<file path="config.mk">
export PLATFORM = sky130hd
export DESIGN_NAME = fifo_queue_with_remove_by_id_top
export DESIGN_NICKNAME = d
export VERILOG_FILES = /design/src/hw/rtl/fqr_pkg.sv /design/src/hw/rtl/fqr_cell.sv /design/src/hw/rtl/fifo_queue_with_remove_by_id_top.sv
export SDC_FILE = /design/constraint.sdc
export NUM_CORES = 1
export LEC_CHECK = 0
export BUFFER_PORTS_ARGS = -buffer_cell sky130_fd_sc_hd__buf_2
export CAP_MARGIN = 20
export CORE_ASPECT_RATIO = 1.25
export CORE_UTILIZATION = 32
export CTS_BUF_LIST = sky130_fd_sc_hd__clkbuf_2
export DETAILED_ROUTE_END_ITERATION = 7
export GPL_TIMING_DRIVEN = 0
export PLACE_DENSITY = 0.57
export REMOVE_ABC_BUFFERS = 1
export SLEW_MARGIN = 20
export SYNTH_ARGS = -nofsm -noshare
export SYNTH_HDL_FRONTEND = slang
export SYNTH_HIERARCHICAL = 1
export SYNTH_SLANG_ARGS = --single-unit
export TNS_END_PERCENT = 50
</file>
<file path="constraint.sdc">
create_clock -name clk -period 5 [get_ports clk]
set_input_delay 0.25 -clock clk [delete_from_list [all_inputs] [get_ports clk]]
set_output_delay 0.25 -clock clk [all_outputs]
set_load 0.05 [all_outputs]
</file>
<file path="src/hw/rtl/fqr_pkg.sv">
// Shared types and constants for the id-removable FIFO queue.
`default_nettype none
package fqr_pkg;

  localparam int DEPTH = 16;
  localparam int ID_W = 16;
  localparam int LIM_W = 5;
  localparam int OCNT_W = 5;
  localparam int CNT_W = $clog2(DEPTH + 1);
  localparam int CMP_W = (CNT_W > LIM_W) ? CNT_W : LIM_W;
  localparam logic [LIM_W-1:0] LIMIT_RESET = LIM_W'(16);

  typedef enum logic [1:0] {
    CMD_PUSH   = 2'd0,
    CMD_POP    = 2'd1,
    CMD_PEEK   = 2'd2,
    CMD_REMOVE = 2'd3
  } cmd_t;

  typedef enum logic [1:0] {
    ST_OK       = 2'd0,
    ST_FULL     = 2'd1,
    ST_EMPTY    = 2'd2,
    ST_NOTFOUND = 2'd3
  } status_t;

  typedef struct packed {
    logic valid;
    logic write;
    logic shift_all;
    logic remove;
  } cell_ctl_t;

endpackage
`default_nettype wire

</file>
<file path="src/hw/rtl/fqr_cell.sv">
// One queue slot: holds an id, compares it, shifts toward the head.
`default_nettype none
module fqr_cell (
  input  wire logic                    clk,
  input  wire fqr_pkg::cell_ctl_t      ctl,
  input  wire logic [fqr_pkg::ID_W-1:0] in_id,
  input  wire logic [fqr_pkg::ID_W-1:0] next_data,
  input  wire logic                    found_in,
  output logic                         found_out,
  output logic [fqr_pkg::ID_W-1:0]     data
);

  logic                     match;
  logic                     shift;
  logic [fqr_pkg::ID_W-1:0] data_next;

  assign match     = ctl.valid && ctl.remove && (data == in_id);
  assign found_out = found_in || match;
  assign shift     = ctl.shift_all || found_out;

  always_comb begin
    priority if (ctl.write) begin
      data_next = in_id;
    end else if (shift) begin
      data_next = next_data;
    end else begin
      data_next = data;
    end
  end

  always_ff @(posedge clk) begin
    data <= data_next;
  end

endmodule
`default_nettype wire

</file>
<file path="src/hw/rtl/fifo_queue_with_remove_by_id_top.sv">
// Top level of the id-removable FIFO queue: request decode, cell row, result register.
//
//  channel | handshake            | word
//  --------+----------------------+---------------------------------
//  cfg     | cfg_valid/cfg_ready  | queue_limit
//  in      | in_valid/in_ready    | command, item_id
//  out     | out_valid/out_ready  | status, out_id, out_count
//
// One request a cycle while in_ready is high: the cells compare and shift in the cycle the word
// is accepted, and the result is captured in the output register at the same edge.
// The oldest-match search ripples through the row of DEPTH cells.
// in_ready drops only while a result waits and out_ready is low.
// Reset empties the queue and sets the queue limit to 16; cfg_ready is always high.
`default_nettype none
module fifo_queue_with_remove_by_id_top (
  input  wire logic                       clk,
  input  wire logic                       rst,
  input  wire logic                       cfg_valid,
  output logic                            cfg_ready,
  input  wire logic [fqr_pkg::LIM_W-1:0]  queue_limit,
  input  wire logic                       in_valid,
  output logic                            in_ready,
  input  wire logic [1:0]                 command,
  input  wire logic [fqr_pkg::ID_W-1:0]   item_id,
  output logic                            out_valid,
  input  wire logic                       out_ready,
  output logic [1:0]                      status,
  output logic [fqr_pkg::ID_W-1:0]        out_id,
  output logic [fqr_pkg::OCNT_W-1:0]      out_count
);

  logic [fqr_pkg::LIM_W-1:0] limit;
  logic [fqr_pkg::CNT_W-1:0] count;
  logic [fqr_pkg::CNT_W-1:0] count_next;
  logic                      in_fire;
  fqr_pkg::cmd_t             cmd;
  logic                      full;
  logic                      empty;
  logic                      found;
  fqr_pkg::status_t          status_next;
  logic [fqr_pkg::ID_W-1:0]  id_next;
  logic                      do_push;
  logic                      do_pop;
  logic                      do_remove;

  fqr_pkg::cell_ctl_t        ctl [fqr_pkg::DEPTH];
  logic [fqr_pkg::ID_W-1:0]  cell_data [fqr_pkg::DEPTH];
  logic [fqr_pkg::DEPTH:0]   found_chain;

  assign cfg_ready = 1'b1;
  assign in_ready  = !out_valid || out_ready;
  assign in_fire   = in_valid && in_ready;
  assign cmd       = fqr_pkg::cmd_t'(command);

  assign empty = (count == '0);
  assign full  = (fqr_pkg::CMP_W'(count) >= fqr_pkg::CMP_W'(limit)) ||
                 (count >= fqr_pkg::CNT_W'(fqr_pkg::DEPTH));

  assign do_push   = in_fire && (cmd == fqr_pkg::CMD_PUSH) && !full;
  assign do_pop    = in_fire && (cmd == fqr_pkg::CMD_POP) && !empty;
  assign do_remove = in_fire && (cmd == fqr_pkg::CMD_REMOVE);

  assign found_chain[0] = 1'b0;
  assign found = found_chain[fqr_pkg::DEPTH];

  for (genvar i = 0; i < fqr_pkg::DEPTH; i++) begin : g_cell
    logic [fqr_pkg::ID_W-1:0] nd;
    if (i == fqr_pkg::DEPTH - 1) begin : g_last
      assign nd = cell_data[i];
    end else begin : g_mid
      assign nd = cell_data[i+1];
    end
    assign ctl[i].valid     = (fqr_pkg::CNT_W'(i) < count);
    assign ctl[i].write     = do_push && (count == fqr_pkg::CNT_W'(i));
    assign ctl[i].shift_all = do_pop;
    assign ctl[i].remove    = do_remove;
    fqr_cell u_cell (
      .clk       (clk),
      .ctl       (ctl[i]),
      .in_id     (item_id),
      .next_data (nd),
      .found_in  (found_chain[i]),
      .found_out (found_chain[i+1]),
      .data      (cell_data[i])
    );
  end

  always_comb begin
    status_next = fqr_pkg::ST_OK;
    id_next     = '0;
    count_next  = count;
    unique case (cmd)
      fqr_pkg::CMD_PUSH: begin
        if (full) begin
          status_next = fqr_pkg::ST_FULL;
        end else begin
          id_next    = item_id;
          count_next = fqr_pkg::CNT_W'(count + 1'b1);
        end
      end
      fqr_pkg::CMD_POP: begin
        if (empty) begin
          status_next = fqr_pkg::ST_EMPTY;
        end else begin
          id_next    = cell_data[0];
          count_next = fqr_pkg::CNT_W'(count - 1'b1);
        end
      end
      fqr_pkg::CMD_PEEK: begin
        if (empty) begin
          status_next = fqr_pkg::ST_EMPTY;
        end else begin
          id_next = cell_data[0];
        end
      end
      fqr_pkg::CMD_REMOVE: begin
        if (found) begin
          id_next    = item_id;
          count_next = fqr_pkg::CNT_W'(count - 1'b1);
        end else begin
          status_next = fqr_pkg::ST_NOTFOUND;
        end
      end
      default: begin
        status_next = fqr_pkg::ST_OK;
      end
    endcase
  end

  always_ff @(posedge clk) begin
    if (rst) begin
      limit     <= fqr_pkg::LIMIT_RESET;
      count     <= '0;
      out_valid <= 1'b0;
    end else begin
      if (cfg_valid && cfg_ready) begin
        limit <= queue_limit;
      end
      if (in_fire) begin
        count     <= count_next;
        out_valid <= 1'b1;
      end else if (out_ready) begin
        out_valid <= 1'b0;
      end
    end
  end

  always_ff @(posedge clk) begin
    if (in_fire) begin
      status    <= status_next;
      out_id    <= id_next;
      out_count <= fqr_pkg::OCNT_W'(count_next);
    end
  end

  a_push_grows: assert property (@(posedge clk) disable iff (rst)
    do_push |=> (count == fqr_pkg::CNT_W'($past(count) + 1'b1)))
    else $error("accepted push did not grow the queue");

  a_peek_keeps: assert property (@(posedge clk) disable iff (rst)
    (in_fire && (cmd == fqr_pkg::CMD_PEEK)) |=> (count == $past(count)))
    else $error("peek changed the queue count");

  a_fail_zero_id: assert property (@(posedge clk) disable iff (rst)
    (out_valid && (status != fqr_pkg::ST_OK)) |-> (out_id == '0))
    else $error("failed request returned a nonzero id");

  a_count_bound: assert property (@(posedge clk) disable iff (rst)
    out_valid |-> (fqr_pkg::CNT_W'(out_count) == count))
    else $error("reported count differs from queue count");

endmodule
`default_nettype wire
</file>
==> flow_metrics.py <==
metrics = {
    "power": {
        "p_int_mw": 4.04,
        "power.total_mw": 5.71,
        "net_switching_power_mw": 1.67,
        "combPwrFrac_pct": 16.9,
        "power.share.sequential_pct": 53.3,
        "p_sw_share_pct": 29.2,
        "power.ir.vdd_worst_uv": 172,
        "power.leakage_nw": 6.38,
        "power-per-cell-area_nw_per_um2": 302,
        "clock_power_share_pct": 29.7,
    },
    "die": {
        "fp-row-count": 91,
        "die-height_um": 253,
        "start_util_pct": 32.5,
        "fp.dieArea_um2": 51200,
        "dieWidth_um": 203,
        "core_um2": 49500,
        "top_level_ports": 54,
    },
    "logic_synthesis": {
        "syn_inst": 1192,
        "number_of_register_bits_inferred_by_synthesis": 290,
        "syn_avg_cell_area_um2": 13.5,
        "synth_enable_flop_cells": 279,
        "share_of_flip_flops_with_an_asynchronous_set_or_reset_after_synthesis_pct": 0,
        "synth_compound_area_share_pct": 4.21,
        "synth_simple_gate_area_share_pct": 7.01,
        "synthMuxAreaShare_pct": 18.2,
        "yosysWarnings": 6,
        "post_synth_num_cell_types": 58,
        "post_synth_fa_ha_maj_area_fraction_pct": 1.09,
        "ys_seq_area_share_pct": 53.4,
        "mappedNetlistArea_um2": 16100,
        "yosys.area_share.xor_xnor_pct": 13.9,
        "dominantRegCellSynth": "sky130_fd_sc_hd__edfxtp_1",
        "synth_top_family_by_area": "multiplexers",
    },
    "global_routing": {
        "first_global_vias": 10927,
        "grt_pass1_wl_um": 58500,
        "grt_max_degree": 34,
        "antenna_violations_before_repair": 1,
        "groute.usage.overall_pct": 14.7,
        "gr_overflow_total": 0,
    },
    "clocking": {
        "cts.path.max_buffers": 3,
        "cts-htree-levels": 3,
        "cts_num_sinks": 290,
        "tritoncts": "built",
        "cts_inserted_buffers": 81,
        "master_cell_of_the_clock_root_buffer": "sky130_fd_sc_hd__clkbuf_2",
        "cts.clk_slew.worst_paths_ps": 90,
        "clk-insertion-delay-late_ps": 1020,
    },
    "timing": {
        "finalWorstSetupSlack_ps": 96.5,
        "worst-slew-pin-transition_ps": 1090,
        "fin_crit_sh_pct": 98.1,
        "finalSetupTns_ps": 0,
        "max_freq_mhz": 204,
        "setup_viol_count_final": 0,
        "rsz0062_at_grt": "yes",
        "report.final.slew_viol_count": 0,
        "post-route-min-period_ps": 4900,
        "hold_viol": 0,
        "final_skew_ps": 52.4,
        "relSlewSlack_pct": 27.3,
    },
    "placed_design": {
        "dpl-instance-area_um2": 17300,
        "numPortBuffers": 52,
        "placed_cells_incl_taps": 1877,
        "pre_cts_ws_ps": -1400,
        "dpl.hpwl_um": 25900,
        "gp_routability_congestion": 0.822,
    },
    "worst_setup_path": {
        "critPathRequiredTime_ps": 5760,
        "timing.setup.critical_path_class": "input pin to register",
        "timing.critical_path.fanout_max": 33,
        "r2r_slack_ps": 130,
        "crit_path_end_kind": "register",
        "setup.worst_path.start_class": "input pin",
        "worst_ep_arrival_time_ps": 5660,
    },
    "final_layout": {
        "share_of_layout_cells_above_drive_strength_1_pct": 40.4,
        "final_cell_count_no_fill": 2090,
        "syn2layout_area_growth_pct": 17.5,
        "finalNetCount": 1424,
        "finalInstanceArea_um2": 18900,
    },
    "route": {
        "dr_wl_met2_um": 19900,
        "dr.pass1.iters": 5,
        "drt-vias-per-instance": 4.88,
        "ant_nets": 0,
        "detailedRoute.firstIterationViolations": 392,
        "met3_length_um": 1500,
        "detailroute.via_count": 10192,
        "highest_layer": "met4",
        "remaining_drc_errors": 0,
        "route.detailed.wl_per_inst_um": 17.7,
        "wl_met1_um": 14200,
        "route.final.wire_length_um": 37000,
    },
    "flow_run": {
        "cap_viol_max_count": 0,
    },
    "hold_path": {
        "worst_hold_path_type": "input pin to register",
    },
    "outcome": {
        "status": "finished clean",
    },
}
[logic make-up (layout without fill, tap and decap cells)]
logic type,count (synthesis),after routing
simple gates,205,205
xor+xnor,256,256
compound gates,96,96
other cells,2,8
flops,290,290
mux,261,261
fa+ha+maj,14,14
buf+inv,68,309
[power groups by stage]
| stage | logic, mW | registers, mW | clock network [mW] |
|---|---|---|---|
| 6_report | 0.967 | 3.04 | 1.70 |
| 5_1_grt | 1.05 | 3.07 | 1.89 |
| 4_1_cts | 0.957 | 3.05 | 1.79 |
| 3_5_place_dp | 0.884 | 3.11 | 0 |
| 3_3_place_gp | 0.853 | 3.11 | 0 |
| 2_1_floorplan | 0.559 | 3.14 | 0 |
[final cells by class]
cell class              count  area (um^2)
well taps                 651          815
multi-input cells         835         7510
flip-flops and latches    290         8620
clock inverters            16         93.8
clock buffers             119          596
fillers                  4750        30600
repair buffers            154         1190
inverters                  20         78.8
diodes                      5         12.5
[synthesized netlist by cell type (all sizes together), types with 16 or more instances]
master / n / area share [%]
nand4: 48 / 1.9
o21bai: 18 / 0.86
nand2: 23 / 0.55
nand3: 36 / 1.2
mux2: 257 / 18
xnor2: 256 / 14
or4: 16 / 0.75
nor2: 36 / 0.90
a22oi: 17 / 0.79
buf: 43 / 1.5
edfxtp: 279 / 52
nor3: 31 / 0.96
o21ai: 32 / 1.0
inv: 20 / 0.47
[cells in the final DEF, fill, tap and decap left out, types with 4 or more instances in the layout]
cell | netlist | final
sky130_fd_sc_hd__nor2_1 | 34 | 30
sky130_fd_sc_hd__o21ai_0 | 12 | 10
sky130_fd_sc_hd__nand2_2 | 1 | 5
sky130_fd_sc_hd__buf_2 | 38 | 54
sky130_fd_sc_hd__nor3_1 | 31 | 18
sky130_fd_sc_hd__dfxtp_4 | 0 | 5
sky130_fd_sc_hd__clkbuf_2 | 0 | 119
sky130_fd_sc_hd__nor3_2 | 0 | 12
sky130_fd_sc_hd__o21ai_2 | 1 | 19
sky130_fd_sc_hd__or4_1 | 16 | 14
sky130_fd_sc_hd__o21bai_4 | 0 | 7
sky130_fd_sc_hd__nand4_1 | 48 | 48
sky130_fd_sc_hd__edfxtp_1 | 279 | 279
sky130_fd_sc_hd__a22oi_1 | 17 | 17
sky130_fd_sc_hd__nor2_2 | 1 | 4
sky130_fd_sc_hd__dlygate4sd3_1 | 0 | 41
sky130_fd_sc_hd__nand3_1 | 35 | 33
sky130_fd_sc_hd__ha_1 | 14 | 14
sky130_fd_sc_hd__inv_1 | 20 | 18
sky130_fd_sc_hd__buf_6 | 3 | 10
sky130_fd_sc_hd__xnor2_1 | 256 | 256
sky130_fd_sc_hd__mux2_2 | 257 | 257
sky130_fd_sc_hd__a21oi_1 | 5 | 5
sky130_fd_sc_hd__o21bai_2 | 1 | 8
sky130_fd_sc_hd__nand2_1 | 22 | 18
sky130_fd_sc_hd__clkinv_1 | 0 | 12
sky130_fd_sc_hd__buf_4 | 2 | 45
sky130_fd_sc_hd__dfxtp_1 | 11 | 5
sky130_fd_sc_hd__diode_2 | 0 | 5
sky130_fd_sc_hd__buf_8 | 0 | 4
sky130_fd_sc_hd__mux2i_1 | 4 | 4
[stage by stage]
stage                     hold WS [ps]  util, %
after floorplan                    319        -
after detailed placement           485     35.0
after CTS                         3.20     37.9
after global routing              63.8     38.2
after global placement             477     34.2
final                              122     38.2
[worst max-delay path, cell delays in order]
cell and delay (ps):
sky130_fd_sc_hd__dlygate4sd3_1 510, sky130_fd_sc_hd__buf_2 640, sky130_fd_sc_hd__xnor2_1 180, sky130_fd_sc_hd__nand4_1 160, sky130_fd_sc_hd__or4_4 170, sky130_fd_sc_hd__o21bai_4 60, sky130_fd_sc_hd__o21bai_1 170, sky130_fd_sc_hd__o21bai_2 210
sky130_fd_sc_hd__o21bai_2 200, sky130_fd_sc_hd__o21bai_2 200, sky130_fd_sc_hd__o21bai_2 200, sky130_fd_sc_hd__o21bai_2 200, sky130_fd_sc_hd__o21bai_4 180, sky130_fd_sc_hd__o21bai_4 170, sky130_fd_sc_hd__o21bai_2 200, sky130_fd_sc_hd__o21bai_2 200
sky130_fd_sc_hd__o21bai_4 180, sky130_fd_sc_hd__o21bai_4 170, sky130_fd_sc_hd__o21bai_4 170, sky130_fd_sc_hd__o21bai_1 170, sky130_fd_sc_hd__o21bai_4 240, sky130_fd_sc_hd__nand2_2 160, sky130_fd_sc_hd__o21ai_2 70, sky130_fd_sc_hd__nand3_1 140
sky130_fd_sc_hd__o311ai_4 120, sky130_fd_sc_hd__mux2_2 280
[registers in the layout, summed over array words and instances, names as in the netlist]
signal              flops
count                   5
g_cell.u_cell/data    256
limit                   5
out_count               5
out_id                 16
out_valid               1
status                  2
[what timing repair did]
action / CTS / global route
hold endpoints to repair: 29 / 0
gates resized for setup: 40 / 14
hold buffers: 41 / 0
endpoints found under the setup margin: 74 / 25
pin swaps: 5 / 11
setup buffers: 25 / 7
[layer usage]
| layer | vias up | GRT usage, % |
|---|---|---|
| met5 | - | 0 |
| met4 | 0 | 7.50 |
| met3 | 89 | 3.38 |
| met2 | 215 | 27.4 |
| met1 | 5002 | 15.3 |
| li1 | 4886 | - |
[final timing paths]
path	startpoint	endpoint	cells after the start
setup / recovery	item_id[4]	out_count[4]	26
hold / removal	cfg_valid	limit[4]	3
setup reg to reg	count[3]	out_count[4]	25
hold reg to reg	g_cell[5].u_cell/data[4]	g_cell[4].u_cell/data[4]	1
Power figures use the tool's default switching activity.
